`src/sv/gtsd_pkg.sv`:
```
// Package for the Greek transliteration stream decoder: pending-letter mode
// codes, result word types and the single-letter and rough-breathing maps.
// Depends on nothing; used by every module of the block.
`default_nettype none

package gtsd_pkg;

   typedef enum logic [3:0] {
      MODE_IDLE  = 4'd0,
      MODE_H_LO  = 4'd1,
      MODE_H_UP  = 4'd2,
      MODE_C_LO  = 4'd3,
      MODE_C_UP  = 4'd4,
      MODE_P_LO  = 4'd5,
      MODE_P_UP  = 4'd6,
      MODE_T_LO  = 4'd7,
      MODE_T_UP  = 4'd8,
      MODE_N_LO  = 4'd9,
      MODE_N_UP  = 4'd10,
      MODE_R_LO  = 4'd11,
      MODE_R_UP  = 4'd12,
      MODE_S_LO  = 4'd13,
      MODE_NC_LO = 4'd14,
      MODE_NC_UP = 4'd15
   } mode_type;

   localparam logic KIND_CHAR  = 1'b0;
   localparam logic KIND_FLUSH = 1'b1;

   typedef logic [12:0] cp_type;

   typedef struct packed {
      cp_type code_point;
      logic   is_error;
      logic   last_of_run;
   } rsp_type;

   typedef struct packed {
      logic [1:0] count;
      rsp_type    first;
      rsp_type    second;
      mode_type   next_mode;
   } dec_type;

   function automatic cp_type letter_map(input logic [7:0] c);
      cp_type r;
      case (c)
         "a":   r = 13'h3b1;
         "b":   r = 13'h3b2;
         "g":   r = 13'h3b3;
         "d":   r = 13'h3b4;
         "e":   r = 13'h3b5;
         "z":   r = 13'h3b6;
         8'hea: r = 13'h3b7;
         "i":   r = 13'h3b9;
         "k":   r = 13'h3ba;
         "l":   r = 13'h3bb;
         "m":   r = 13'h3bc;
         "n":   r = 13'h3bd;
         "x":   r = 13'h3be;
         "o":   r = 13'h3bf;
         "p":   r = 13'h3c0;
         "r":   r = 13'h3c1;
         "s":   r = 13'h3c2;
         "t":   r = 13'h3c4;
         "u":   r = 13'h3c5;
         "y":   r = 13'h3c5;
         "w":   r = 13'h3dd;
         8'hf4: r = 13'h3c9;
         "A":   r = 13'h391;
         "B":   r = 13'h392;
         "G":   r = 13'h393;
         "D":   r = 13'h394;
         "E":   r = 13'h395;
         "Z":   r = 13'h396;
         8'hca: r = 13'h397;
         "I":   r = 13'h399;
         "K":   r = 13'h39a;
         "L":   r = 13'h39b;
         "M":   r = 13'h39c;
         "N":   r = 13'h39d;
         "X":   r = 13'h39e;
         "O":   r = 13'h39f;
         "P":   r = 13'h3a0;
         "R":   r = 13'h3a1;
         "S":   r = 13'h3a3;
         "T":   r = 13'h3a4;
         "U":   r = 13'h3a5;
         "Y":   r = 13'h3a5;
         "W":   r = 13'h3dc;
         8'hd4: r = 13'h3a9;
         "h":   r = 13'h027;
         "H":   r = 13'h027;
         "?":   r = 13'h37e;
         ";":   r = 13'h387;
         8'hcf: r = 13'h3aa;
         8'hdc: r = 13'h3ab;
         8'hef: r = 13'h3ca;
         8'hfc: r = 13'h3cb;
         default: r = {5'b00000, c};
      endcase
      return r;
   endfunction

   function automatic cp_type rough_vowel(input logic [7:0] c, input cp_type base);
      cp_type r;
      case (c)
         "a", "A":           r = base;
         "e", "E":           r = base + 13'h010;
         8'hea, 8'hca:       r = base + 13'h020;
         "i", "I":           r = base + 13'h030;
         "o", "O":           r = base + 13'h040;
         "u", "U", "y", "Y": r = base + 13'h050;
         8'hf4, 8'hd4:       r = base + 13'h060;
         default:            r = {5'b00000, c};
      endcase
      return r;
   endfunction

endpackage

`default_nettype wire

```
`src/sv/gtsd_decode.sv`:
```
// Combinational decode of one input word against the pending-letter mode:
// gives up to two result words and the next mode.
// Depends on gtsd_pkg.
`default_nettype none

module gtsd_decode (
   input  var gtsd_pkg::mode_type mode,
   input  var logic               kind,
   input  var logic [7:0]         character,
   output var gtsd_pkg::dec_type  dec
);
   import gtsd_pkg::*;

   logic     first_v;
   cp_type   first_cp;
   logic     first_err;
   logic     second_v;
   cp_type   second_cp;
   logic     second_err;
   logic     run_second;
   mode_type mid_mode;
   mode_type nxt_mode;
   logic     is_h;
   logic     gkx;
   logic     punct;

   assign is_h  = (character == "h") || (character == "H");
   assign gkx   = (character == "g") || (character == "G") || (character == "x") ||
                  (character == "X") || (character == "k") || (character == "K");
   assign punct = (character == " ") || (character == ",") || (character == ".") ||
                  (character == "?") || (character == ";");

   always_comb begin
      first_v    = 1'b0;
      first_cp   = '0;
      first_err  = 1'b0;
      run_second = 1'b1;
      mid_mode   = MODE_IDLE;
      if (kind == KIND_FLUSH) begin
         run_second = 1'b0;
         first_v    = 1'b1;
         case (mode)
            MODE_IDLE: first_v  = 1'b0;
            MODE_N_LO: first_cp = 13'h3bd;
            MODE_N_UP: first_cp = 13'h39d;
            MODE_P_LO: first_cp = 13'h3c0;
            MODE_P_UP: first_cp = 13'h3a0;
            MODE_R_LO: first_cp = 13'h3c1;
            MODE_R_UP: first_cp = 13'h3a1;
            MODE_S_LO: first_cp = 13'h3c2;
            MODE_T_LO: first_cp = 13'h3c4;
            MODE_T_UP: first_cp = 13'h3a4;
            default:   first_err = 1'b1;
         endcase
      end else begin
         case (mode)
            MODE_N_LO: begin
               if (gkx) begin
                  first_v  = 1'b1;
                  first_cp = 13'h3b3;
               end else if (character == "c") begin
                  mid_mode   = MODE_NC_LO;
                  run_second = 1'b0;
               end else begin
                  first_v  = 1'b1;
                  first_cp = 13'h3bd;
               end
            end
            MODE_N_UP: begin
               if (gkx) begin
                  first_v  = 1'b1;
                  first_cp = 13'h393;
               end else if (character == "C") begin
                  mid_mode   = MODE_NC_UP;
                  run_second = 1'b0;
               end else begin
                  first_v  = 1'b1;
                  first_cp = 13'h39d;
               end
            end
            MODE_NC_LO: begin
               first_v  = 1'b1;
               first_cp = (character == "h") ? 13'h3b3 : 13'h3bd;
               mid_mode = MODE_C_LO;
            end
            MODE_NC_UP: begin
               first_v  = 1'b1;
               first_cp = (character == "H") ? 13'h393 : 13'h39d;
               mid_mode = MODE_C_UP;
            end
            MODE_R_LO: begin
               first_v    = 1'b1;
               first_cp   = is_h ? 13'h1fe5 : 13'h3c1;
               run_second = !is_h;
            end
            MODE_R_UP: begin
               first_v    = 1'b1;
               first_cp   = is_h ? 13'h1fec : 13'h3a1;
               run_second = !is_h;
            end
            MODE_P_LO: begin
               first_v = 1'b1;
               if (is_h) begin
                  first_cp   = 13'h3c6;
                  run_second = 1'b0;
               end else if ((character == "s") || (character == "S")) begin
                  first_cp   = 13'h3c8;
                  run_second = 1'b0;
               end else begin
                  first_cp = 13'h3c0;
               end
            end
            MODE_P_UP: begin
               first_v = 1'b1;
               if (is_h) begin
                  first_cp   = 13'h3a6;
                  run_second = 1'b0;
               end else if ((character == "s") || (character == "S")) begin
                  first_cp   = 13'h3a8;
                  run_second = 1'b0;
               end else begin
                  first_cp = 13'h3a0;
               end
            end
            MODE_S_LO: begin
               first_v  = 1'b1;
               first_cp = punct ? 13'h3c2 : 13'h3c3;
            end
            MODE_T_LO: begin
               first_v    = 1'b1;
               first_cp   = is_h ? 13'h3b8 : 13'h3c4;
               run_second = !is_h;
            end
            MODE_T_UP: begin
               first_v    = 1'b1;
               first_cp   = is_h ? 13'h398 : 13'h3a4;
               run_second = !is_h;
            end
            default: mid_mode = mode;
         endcase
      end
   end

   always_comb begin
      second_v   = 1'b0;
      second_cp  = '0;
      second_err = 1'b0;
      nxt_mode   = mid_mode;
      if (run_second) begin
         nxt_mode = MODE_IDLE;
         case (mid_mode)
            MODE_IDLE: begin
               case (character)
                  "c":     nxt_mode = MODE_C_LO;
                  "C":     nxt_mode = MODE_C_UP;
                  "h":     nxt_mode = MODE_H_LO;
                  "H":     nxt_mode = MODE_H_UP;
                  "n":     nxt_mode = MODE_N_LO;
                  "N":     nxt_mode = MODE_N_UP;
                  "p":     nxt_mode = MODE_P_LO;
                  "P":     nxt_mode = MODE_P_UP;
                  "r":     nxt_mode = MODE_R_LO;
                  "R":     nxt_mode = MODE_R_UP;
                  "s":     nxt_mode = MODE_S_LO;
                  "t":     nxt_mode = MODE_T_LO;
                  "T":     nxt_mode = MODE_T_UP;
                  default: begin
                     second_v  = 1'b1;
                     second_cp = letter_map(character);
                  end
               endcase
            end
            MODE_C_LO: begin
               second_v   = 1'b1;
               second_cp  = is_h ? 13'h3c7 : {5'b00000, character};
               second_err = !is_h;
            end
            MODE_C_UP: begin
               second_v   = 1'b1;
               second_cp  = is_h ? 13'h3a7 : {5'b00000, character};
               second_err = !is_h;
            end
            MODE_H_LO: begin
               second_v  = 1'b1;
               second_cp = rough_vowel(character, 13'h1f01);
            end
            MODE_H_UP: begin
               second_v  = 1'b1;
               second_cp = rough_vowel(character, 13'h1f09);
            end
            default: nxt_mode = MODE_IDLE;
         endcase
      end
   end

   always_comb begin
      dec.count     = {1'b0, first_v} + {1'b0, second_v};
      dec.first     = first_v ? {first_cp, first_err, !second_v}
                              : {second_cp, second_err, 1'b1};
      dec.second    = {second_cp, second_err, 1'b1};
      dec.next_mode = nxt_mode;
   end

endmodule

`default_nettype wire

```
`src/sv/gtsd_rsp_buf.sv`:
```
// Result register of the decoder: holds the one or two result words of an
// item and presents them on the result stream in order.
// Depends on gtsd_pkg.
`default_nettype none

module gtsd_rsp_buf (
   input  var logic              clock,
   input  var logic              reset,
   input  var logic              load,
   input  var gtsd_pkg::dec_type dec,
   output var logic              free,
   output var logic              rsp_tvalid,
   input  var logic              rsp_tready,
   output var logic [15:0]       rsp_tdata,   // code_point [12:0], zeros [15:13]
   output var logic              rsp_tuser,   // is_error
   output var logic              rsp_tlast    // last_of_run
);
   import gtsd_pkg::*;

   logic [1:0] cnt_ff;
   logic [1:0] cnt_in;
   rsp_type    slot0_ff;
   rsp_type    slot0_in;
   rsp_type    slot1_ff;
   rsp_type    slot1_in;
   logic       take;

   assign rsp_tvalid = (cnt_ff != 2'd0);
   assign take       = rsp_tvalid && rsp_tready;
   assign free       = (cnt_ff == 2'd0) || ((cnt_ff == 2'd1) && take);

   always_comb begin
      cnt_in   = cnt_ff;
      slot0_in = slot0_ff;
      slot1_in = slot1_ff;
      if (load) begin
         cnt_in   = dec.count;
         slot0_in = dec.first;
         slot1_in = dec.second;
      end else if (take) begin
         cnt_in   = cnt_ff - 2'd1;
         slot0_in = slot1_ff;
      end
   end

   always_ff @(posedge clock) begin
      if (reset) begin
         cnt_ff <= 2'd0;
      end else begin
         cnt_ff <= cnt_in;
      end
   end

   always_ff @(posedge clock) begin
      slot0_ff <= slot0_in;
      slot1_ff <= slot1_in;
   end

   assign rsp_tdata = {3'b000, slot0_ff.code_point};
   assign rsp_tuser = slot0_ff.is_error;
   assign rsp_tlast = slot0_ff.last_of_run;

endmodule

`default_nettype wire

```
`src/sv/greek_translit_stream_decoder.sv`:
```
// Greek transliteration stream decoder, top level: input register, pending
// letter mode register and the connection of decode and result register.
// Depends on gtsd_pkg, gtsd_decode and gtsd_rsp_buf.
//
// A word accepted on the request stream is held in an input register, decoded
// combinationally against the pending-letter mode and written to the result
// register, from which its results are presented. The block takes one word per
// cycle while each word yields at most one code point and the result stream is
// ready; a word that yields two holds the result register until both are taken,
// and the input register waits meanwhile. Words that yield nothing pass through
// without using the result register. A flush word (tuser high) ends the text.
`default_nettype none

module greek_translit_stream_decoder (
   input  var logic        clock,
   input  var logic        reset,
   input  var logic        req_tvalid,
   output var logic        req_tready,
   input  var logic [7:0]  req_tdata,    // character [7:0]
   input  var logic        req_tuser,    // kind
   output var logic        rsp_tvalid,
   input  var logic        rsp_tready,
   output var logic [15:0] rsp_tdata,    // code_point [12:0], zeros [15:13]
   output var logic        rsp_tuser,    // is_error
   output var logic        rsp_tlast     // last_of_run
);
   import gtsd_pkg::*;

   logic       in_valid_ff;
   logic       in_valid_in;
   logic       in_kind_ff;
   logic [7:0] in_char_ff;
   mode_type   mode_ff;
   mode_type   mode_in;
   dec_type    dec;
   logic       buf_free;
   logic       advance;
   logic       load;

   gtsd_decode u_decode (
      .mode      (mode_ff),
      .kind      (in_kind_ff),
      .character (in_char_ff),
      .dec       (dec)
   );

   gtsd_rsp_buf u_rsp_buf (
      .clock      (clock),
      .reset      (reset),
      .load       (load),
      .dec        (dec),
      .free       (buf_free),
      .rsp_tvalid (rsp_tvalid),
      .rsp_tready (rsp_tready),
      .rsp_tdata  (rsp_tdata),
      .rsp_tuser  (rsp_tuser),
      .rsp_tlast  (rsp_tlast)
   );

   assign advance    = in_valid_ff && ((dec.count == 2'd0) || buf_free);
   assign load       = in_valid_ff && (dec.count != 2'd0) && buf_free;
   assign req_tready = !in_valid_ff || advance;

   always_comb begin
      in_valid_in = in_valid_ff;
      if (req_tready) begin
         in_valid_in = req_tvalid;
      end
      mode_in = advance ? dec.next_mode : mode_ff;
   end

   always_ff @(posedge clock) begin
      if (reset) begin
         in_valid_ff <= 1'b0;
         mode_ff     <= MODE_IDLE;
      end else begin
         in_valid_ff <= in_valid_in;
         mode_ff     <= mode_in;
      end
   end

   always_ff @(posedge clock) begin
      if (req_tvalid && req_tready) begin
         in_kind_ff <= req_tuser;
         in_char_ff <= req_tdata;
      end
   end

   // The second word of a pair is already in the result register.
   assert property (@(posedge clock) disable iff (reset)
      (rsp_tvalid && rsp_tready && !rsp_tlast) |=> rsp_tvalid)
      else $error("second result word of an item missing");

   assert property (@(posedge clock) disable iff (reset)
      (rsp_tvalid && rsp_tuser) |-> rsp_tlast)
      else $error("error word not last of its item");

   assert property (@(posedge clock) disable iff (reset)
      (advance && (in_kind_ff == KIND_FLUSH)) |=> (mode_ff == MODE_IDLE))
      else $error("pending letter survived a flush");

endmodule

`default_nettype wire
```
`config.mk`:
```
export PLATFORM = sky130hd
export DESIGN_NAME = greek_translit_stream_decoder
export DESIGN_NICKNAME = d
export VERILOG_FILES = /design/src/sv/gtsd_pkg.sv /design/src/sv/gtsd_decode.sv /design/src/sv/gtsd_rsp_buf.sv /design/src/sv/greek_translit_stream_decoder.sv
export SDC_FILE = /design/constraint.sdc
export NUM_CORES = 1
export LEC_CHECK = 0
export ABC_AREA = 1
export BUFFER_PORTS_ARGS = -buffer_cell sky130_fd_sc_hd__buf_2
export CAP_MARGIN = 20
export CORE_UTILIZATION = 55
export CTS_BUF_LIST = sky130_fd_sc_hd__clkbuf_8
export DETAILED_ROUTE_END_ITERATION = 8
export PLACE_DENSITY = 0.74
export SETUP_SLACK_MARGIN = 0.15
export SLEW_MARGIN = 20
export SYNTH_ARGS = -nofsm -noshare
export SYNTH_HDL_FRONTEND = slang
export SYNTH_SLANG_ARGS = --single-unit
```
`constraint.sdc`:
```
create_clock -name clock -period 4.2 [get_ports clock]
set_input_delay 0.63 -clock clock [delete_from_list [all_inputs] [get_ports clock]]
set_output_delay 0.63 -clock clock [all_outputs]
set_load 0.01 [all_outputs]
```
==> results of run 1 <==
-- flip-flops by register name (all words and copies together), names as in the netlist --
register             flops
mode_ff                  4
in_valid_ff              1
u_rsp_buf.rsp_tuser      1
u_rsp_buf.slot1_ff      11
u_rsp_buf.rsp_tdata     10
in_char_ff               8
in_kind_ff               1
u_rsp_buf.rsp_tlast      1
u_rsp_buf.cnt_ff         2
-- cell families (layout without fill, tap and decap cells) --
logic type	after synthesis	count (layout)	synth area share [%]
and+or+nand+nor	424	424	47.98
xor gates and xnor gates	1	1	0.2264
other	1	3	0.09690
buffers and inverters	81	108	8.956
AOI/OAI and AO/OA	85	85	12.74
muxes	1	1	0.2587
DFF	39	39	28.45
adders and majority gates	4	4	1.293
-- power groups by stage --
stage               clock network (µW)  registers [µW]  logic [µW]
floorplan                            0             605         552
CTS                                328             589         782
finish                             329             591         802
detailed placement                   0             597         776
global route                       337             599         885
global placement                     0             594         767
-- routing by layer --
layer | up-vias | global-route usage [%] | wire, µm
li1 | 2126 | - | -
met1 | 2023 | 43.42 | 5031
met2 | 293 | 60.25 | 6074
met3 | 72 | 5.390 | 1017
met4 | 0 | 23.03 | 906
met5 | - | 0 | 0
-- per-stage QoR --
stage | setup WS (ns) | std cells | hold WS [ns] | instance area [µm²]
2_1_floorplan | 0.9734 | 638 | 0.4627 | 3877
3_3_place_gp | 0.7091 | 753 | 0.4801 | 4078
3_5_place_dp | 0.5724 | 753 | 0.4947 | 4078
4_1_cts | 0.5499 | 761 | 0.5025 | 4195
5_1_grt | 0.2500 | 761 | 0.5018 | 4195
6_report | 0.4215 | 761 | 0.5057 | 4195
-- worst paths after layout --
| kind | startpoint | endpoint | slack [ns] | cells past startpoint |
|---|---|---|---|---|
| setup / recovery | in_char_ff[6] | u_rsp_buf.rsp_tdata[7] | 0.42 | 19 |
| hold / removal | u_rsp_buf.cnt_ff[1] | u_rsp_buf.cnt_ff[1] | 0.51 | 2 |
| setup reg to reg | in_char_ff[6] | u_rsp_buf.rsp_tdata[7] | 0.42 | 19 |
| hold reg to reg | u_rsp_buf.cnt_ff[1] | u_rsp_buf.cnt_ff[1] | 0.51 | 2 |
-- synthesized netlist by cell type (all sizes together) --
master and count:
or2 1, o22ai 2, a211oi 3, mux2i 1
o21a 2, nand3 50, nand4 10, dfxtp 7
nor3 6, inv 66, a311oi 1, ha 4
a22oi 3, o31ai 1, o211ai 4, conb 1
buf 12, nor2 116, nor3b 2, a31oi 5
nand2 237, o21ai 27, o2111ai 4, xor2 1
clkbuf 2, edfxtp 32, a21oi 33, clkinv 1
nand3b 2
-- area by class of cell --
cell class                      instances  area [µm²]
Clock buffer                            6       82.58
Tap cell                               96       120.1
Sequential cell                        39        1101
Timing Repair Buffer                   33       175.2
Multi-Input combinational cell        518        2430
Clock inverter                          2       35.03
Inverter                               67       251.5
Fill cell                             668        2599
-- worst register-to-register path, cell delays in order (launching register included) --
cell	delay (ns)
edfxtp_1	0.48
inv_2	0.10
nor2_2	0.20
nand2_1	0.25
nor2_4	0.18
nand2_2	0.11
nand3_2	0.09
nand2_2	0.15
inv_2	0.13
nand2_1	0.12
nand2_2	0.15
nor2_1	0.06
nand2_1	0.06
nand2_1	0.07
ha_1	0.22
nor2_1	0.18
nand2_1	0.10
buf_4	0.21
nor3b_1	0.51
a21oi_1	0.17
==> metrics.md, run 1 <==
| Metric | Value |
|---|---|
| Seq/Total Area, Yosys | 28.45% |
| CTS tree | done |
| Post-route ant nets | 0 |
| Post-DR wirelength/cell | 17.12 µm |
| Reg power frac | 34.3% |
| Type of the most critical hold path | flip-flop to flip-flop |
| Setup CP Type | flip-flop to flip-flop |
| Leakage | roughly 0.0021 µW |
| Pre-Repair DR Iteration Count | 7 |
| Top cells by area, synth | edfxtp_1 25%, nand2_1 22%, nor2_1 9.4%, nand3_1 5.8%, inv_1 4.6% |
| Initial Utilization | 56.96% |
| Clock Power Share | 19.1% |
| Worst-Margin Slew | 1.149 ns |
| CP max FO | 17 |
| Die width | around 86 µm |
| Crit path top cell by count | nand2_1 |
| Sequence of cells on the critical path | inv_2, nor2_2, nand2_1, nor2_4, nand2_2, nand3_2, nand2_2, inv_2, nand2_1, nand2_2, nor2_1, nand2_1, nand2_1, ha_1, nor2_1, nand2_1, buf_4, nor3b_1, a21oi_1 |
| RSZ-0062 raised after global routing | false |
| Die area | about 7400 µm² |
| Via-to-Cell Ratio | 5.932 |
| Max Slew Vio Count | 0 |
| Slew HR | 23.14% |
| Clk_lat worst skew | 0.29 ns |
| Outcome | finished, final reports clean |
| Most common cell after layout, fill and taps aside | nand2_1 |
| Final Core Density | about 60% |
| P_sw | approximately 750 µW |
| Mean Syn Cell Area | 6.085 µm² |
| Setup crit end kind | flip-flop |
| Post-CTS sizing | 0 |
| Combinational Power Share | roughly 47% |
| CP top delay family | simple AND/OR/NAND/NOR gates |
| Switching Share | 43.38% |
| Slowest CP cell | nor3b_1 |
| Number of remaining DRC errors | 0 |
| MaxCap Viol Count | 0 |
| Fmax | 264.7 MHz |
| Yosys reg bits | 39 |
| ANT cells | 0 |
| First-pass GRT wire length | between 20 and 25 mm |
| Clk_skew | about 0.011 ns |
| Max clock buf depth | 2 |
| Setup TNS | 0 ns |
| Yosys cell types | 38 |
| Setup Buffers After CTS | 0 |
| Fin. Hold Viols | 0 |
| Worst EP required | about 4.2 ns |
| HPWL after detailed placement | 10.69 mm |
| Total CTS buffers | 5 |
| Max stage delay on crit path | about 0.51 ns |
| Setup violations, final | 0 |
| CTS root buf | clkbuf_8 |
| Largest area contributor in the netlist | edfxtp_1 |
| 1st-iter DRT viols | 399 |
| Hold_buf cts | 0 |
| Final nets | 681 |
| Final WL | 13.03 mm |
| Placer Congestion | 1.015 |
| Layout overhead on the synthesized area | 8.406% |
| Pin count of the biggest net entering global routing | 18 |
| WP data arrival | 3.81 ns |
| Pwr Density | 410.2 nW/µm² |
| Synth warn | 0 |
| Tot Pwr | 1721 µW |
| Mapped Area | 3870 µm² |
| All-layer global routing usage | 36.08% |
| H-Tree Depth | 2 |
| Commonest non-fill, non-tap cells in the layout | 223 x nand2_1, 97 x nor2_1, 47 x inv_1 |
| Vias in the first global route | 4121 |
| Initial antenna violation count | 0 |
| Die Span Y | 85.88 µm |
| Peak supply drop | 0.1797 mV |
| Critical path launch point type | flip-flop |
| Clk sinks | 39 |
| Int Power | 974.5 µW |
| Top cell type's share of synthesized area | 24.83% |
| # IOs | 33 |
| Share of cells above drive strength 1 | 15.19% |
| Synth Instances | roughly 640 |
| Row Count | 30 |
| Fin crit share | 89.96% |
| Final min period | 3.778 ns |
| DR vias | 4514 |
| Core area | 6794 µm² |
| Clock slew at reported path FFs | ~0.080 ns |
| Buffers on Ports | 29 |
| Remaining Overflow, GRT | 0 |
| Worst Path Buf+Inv | 3 |
Power figures use the tool's default switching activity.
==> inputs of run 2 (changes only) <==
ABC_AREA = unset   (was 1)
CELL_PAD_IN_SITES_DETAIL_PLACEMENT = 1   (was unset)
CELL_PAD_IN_SITES_GLOBAL_PLACEMENT = 1   (was unset)
CORE_UTILIZATION = 46   (was 55)
PLACE_DENSITY = unset   (was 0.74)
PLACE_DENSITY_LB_ADDON = 0.1   (was unset)
==> metrics.md, run 2 <==
| Metric | Value |
|---|---|
| HPWL after detailed placement | 11.85 mm (+11%) |
| Most frequent cell after synthesis | nor2_1 |
| Final min period | 3.870 ns (+0.09118 ns) |
| Setup violations, final | 0 (unchanged) |
| H-Tree Depth | 2 (unchanged) |
| Setup TNS | 0 ns (unchanged) |
| Worst Reg-to-Reg Cells | 14 (-5) |
| Pre-Repair DR Iteration Count | 5 (-2) |
| Setup CP Type | flip-flop to output port |
| RSZ-0062 raised after global routing | false |
| Clk sinks | 39 (unchanged) |
| Max clock buf depth | 2 (unchanged) |
| Synth warn | 0 (unchanged) |
| Most common cell after layout, fill and taps aside | nor2_1 |
| FILL cells | 1104 (+65%) |
| Initial Utilization | 47.74% (-9.2 points) |
| Most flop-heavy register | u_rsp_buf.slot1_ff |
| Clk_skew | 0.01081 ns (-0.0006817 ns) |
| R2R setup slack | 0.37 ns (-0.05 ns) |
| Reg area | 1101 µm² (unchanged) |
| Fin. Hold Viols | 0 (unchanged) |
| Clock slew at reported path FFs | 0.08 ns (about the same) |
| Max reg flops | 11 (unchanged) |
| Pin count of the biggest net entering global routing | 40 (+22) |
| Final nets | 598 (-12%) |
| Mux cell area share after synthesis | 0.5084% (+0.25 points) |
| Yosys cell types | 75 (+97%) |
| Die width | 97.37 µm (+13%) |
| Largest area contributor in the netlist | edfxtp_1 |
| Number of remaining DRC errors | 0 (unchanged) |
| Clk_lat worst skew | 0.30 ns (about the same) |
| Final Non-Filler Cells | 690 (-9.3%) |
| Worst setup margin | 0.3304 ns (-0.09118 ns) |
| Post-route ant nets | 0 (unchanged) |
| Yosys reg bits | 39 (unchanged) |
| Synth Area in Compound Gates | 27.87% (+15 points) |
| Placer Congestion | 0.9600 (-5.4%) |
| Share of cells above drive strength 1 | 15.81% (+0.62 points) |
| Post-placement cell count | 679 (-9.8%) |
| CP max FO | 6 (-11) |
| Min-delay src | req_tdata[2] |
| 1st-iter DRT viols | 325 (-19%) |
| Crit Reg-Reg Endpoint | u_rsp_buf.rsp_tdata[5] |
| Mean Syn Cell Area | 7.379 µm² (+21%) |
| # IOs | 33 (unchanged) |
| Row Count | 34 (+13%) |
| Pwr Density | 320.4 nW/µm² (-22%) |
| R2r startpoint | in_char_ff[7] |
| Post-DR wirelength/cell | 23.02 µm (+34%) |
| Seq/Total Area, Yosys | 26.32% (-2.1 points) |
| Area occupied by multi-input gates | 2789 µm² (+15%) |
| Top cell type's share of synthesized area | 22.97% (-1.9 points) |
| Max Slew Vio Count | 0 (unchanged) |
| All-layer global routing usage | 33.56% (-2.5 points) |
| Leakage | 0.001619 µW (-23%) |
| Via-to-Cell Ratio | 6.697 (+13%) |
| EDFF count, synth | 32 (unchanged) |
| Remaining Overflow, GRT | 0 (unchanged) |
| Final WL | 15.88 mm (+22%) |
| Die Span Y | 97.37 µm (+13%) |
| CTS root buf | clkbuf_8 |
| Synth Instances | 567 (-11%) |
| Top cells by area, synth | edfxtp_1 23%, nor2_1 5.7%, nand2_1 5.1%, a21oi_1 5.0%, o21ai_0 4.7% |
| Vias in the first global route | 4645 (+13%) |
| Layout overhead on the synthesized area | 10.23% |
| Initial antenna violation count | 0 (unchanged) |
| Peak supply drop | 0.1434 mV (-20%) |
| Fmax | 258.4 MHz (-2.4%) |
| Post-DP Area | 4451 µm² (+9.1%) |
| Dpl ws | 0.2753 ns (-0.2971 ns) |
| WHS Endpoint | in_char_ff[2] |
| Xor and xnor fraction of the mapped netlist area | 2.512% (+2.3 points) |
| Setup crit end kind | output port |
| First-pass GRT wire length | 25.20 mm (+24%) |
| Share of synthesized registers carrying an async set or reset | 0% (unchanged) |
| Worst EP required | 3.57 ns (-0.66 ns) |
| MaxCap Viol Count | 0 (unchanged) |
| Total CTS buffers | 5 (unchanged) |
| Largest family of logic cells by synthesized area | simple AND/OR/NAND/NOR gates |
| Post-synth top flop | edfxtp_1 |
| ANT cells | 0 (unchanged) |
| Slew HR | 36.88% (+14 points) |
| Design Area, Final | 4612 µm² (+9.9%) |
| Worst-Margin Slew | 0.9349 ns (-0.2138 ns) |
| Fin crit share | 92.13% (+2.2 points) |
| Buffers on Ports | 29 (unchanged) |
| Hold depth | 1 (-1) |
| Post-synthesis simple-gate area fraction | 33.28% (-15 points) |
| DR vias | 4621 (+2.4%) |
| Outcome | finished, final reports clean |
| Core area | 8763 µm² (+29%) |
| Die area | 9481 µm² (+29%) |
| Mapped Area | 4184 µm² (+8.1%) |
| Most frequent cells after synthesis | 63 x nor2_1, 57 x nand2_1, 42 x a21oi_1, 39 x o21ai_0, 32 x edfxtp_1 |
| Commonest non-fill, non-tap cells in the layout | 63 x nor2_1, 57 x nand2_1, 41 x a21oi_1 |
| Critical path launch point type | flip-flop |
| Type of the most critical hold path | primary input to flip-flop |
| WP data arrival | 3.24 ns (-0.57 ns) |
| Hold Slack | 0.5029 ns (-0.002771 ns) |
| Synth Area in Adders | 1.675% (+0.38 points) |
| CTS tree | done |
-- run 2: cell types whose count changed after synthesis, sizes merged, moves of 8 or more --
cell	previous run	this run
nand2b	0	16
nand3	50	19
buf	12	25
nand2	237	57
clkbuf	2	31
inv	66	16
nor2	116	63
or4	0	8
a211oi	3	14
o21ai	27	41
nor4	0	9
nor2b	0	17
nor3	6	16
a21oi	33	42
-- run 2: repair_timing --
item	CTS	global route
resized for setup	0	5
hold buffers	0	0
setup buffers	0	3
endpoints found under the setup margin	0	20
-- run 2: per-layer routing --
layer / up-vias / track usage (%) / wire, µm
li1: 2121 / - / -
met1: 2229 / 41.58 / 6406
met2: 205 / 55.24 / 7544
met3: 66 / 4.532 / 921
met4: 0 / 20.36 / 1012
met5: - / 0 / 0
-- run 2: how the worst max path moves through the flow --
stage / startpoint / to / cells past startpoint / slack, ns
2_1_floorplan: in_char_ff[7] / u_rsp_buf.rsp_tdata[5] / 16 / 0.25
3_3_place_gp: in_char_ff[7] / u_rsp_buf.rsp_tdata[5] / 14 / 0.43
3_5_place_dp: in_char_ff[7] / u_rsp_buf.rsp_tdata[5] / 14 / 0.28
4_1_cts: in_char_ff[7] / req_tready / 11 / 0.22
5_1_grt: in_char_ff[7] / u_rsp_buf.rsp_tdata[5] / 14 / 0.13
6_report: in_char_ff[7] / req_tready / 11 / 0.33
-- run 2: layout make-up --
cell class | count | area share [%]
Multi-Input combinational cell | 458 | 60.47
Sequential cell | 39 | 23.87
Timing Repair Buffer | 61 | 8.980
Tap cell | 108 | 2.930
Clock buffer | 5 | 1.492
Inverter | 16 | 1.302
Clock inverter | 3 | 0.9495
-- run 2: stage by stage --
step	power [µW]	util, %
after floorplan	944.1	-
after global placement	1120	50.79
after detailed placement	1145	50.79
after CTS	1464	52.07
after global routing	1553	52.63
final	1478	52.63
-- run 2: report_power, final --
part,switching [µW],internal [µW]
sequential,28.8,491
combinational,415,218
clock,148,177
total,592,886
-- run 2: cells by family after synthesis --
| family | Yosys count |
|---|---|
| XOR/XNOR | 12 |
| multiplexers | 2 |
| AND/OR/NAND/NOR | 261 |
| adder cells (fa/ha/maj) | 6 |
| other | 1 |
| AO/OA/AOI/OAI | 174 |
| buffers and inverters | 72 |
| flip-flops | 39 |
-- run 2: worst max-delay path, stage by stage, from the launching register on --
cell	delay (ns)
edfxtp_1	0.47
nand3b_1	0.31
or4_1	0.63
maj3_1	0.40
a22o_1	0.24
a2bb2oi_2	0.19
a31oi_1	0.11
inv_1	0.11
ha_1	0.19
nor2b_1	0.08
nand2_1	0.08
buf_2	0.13
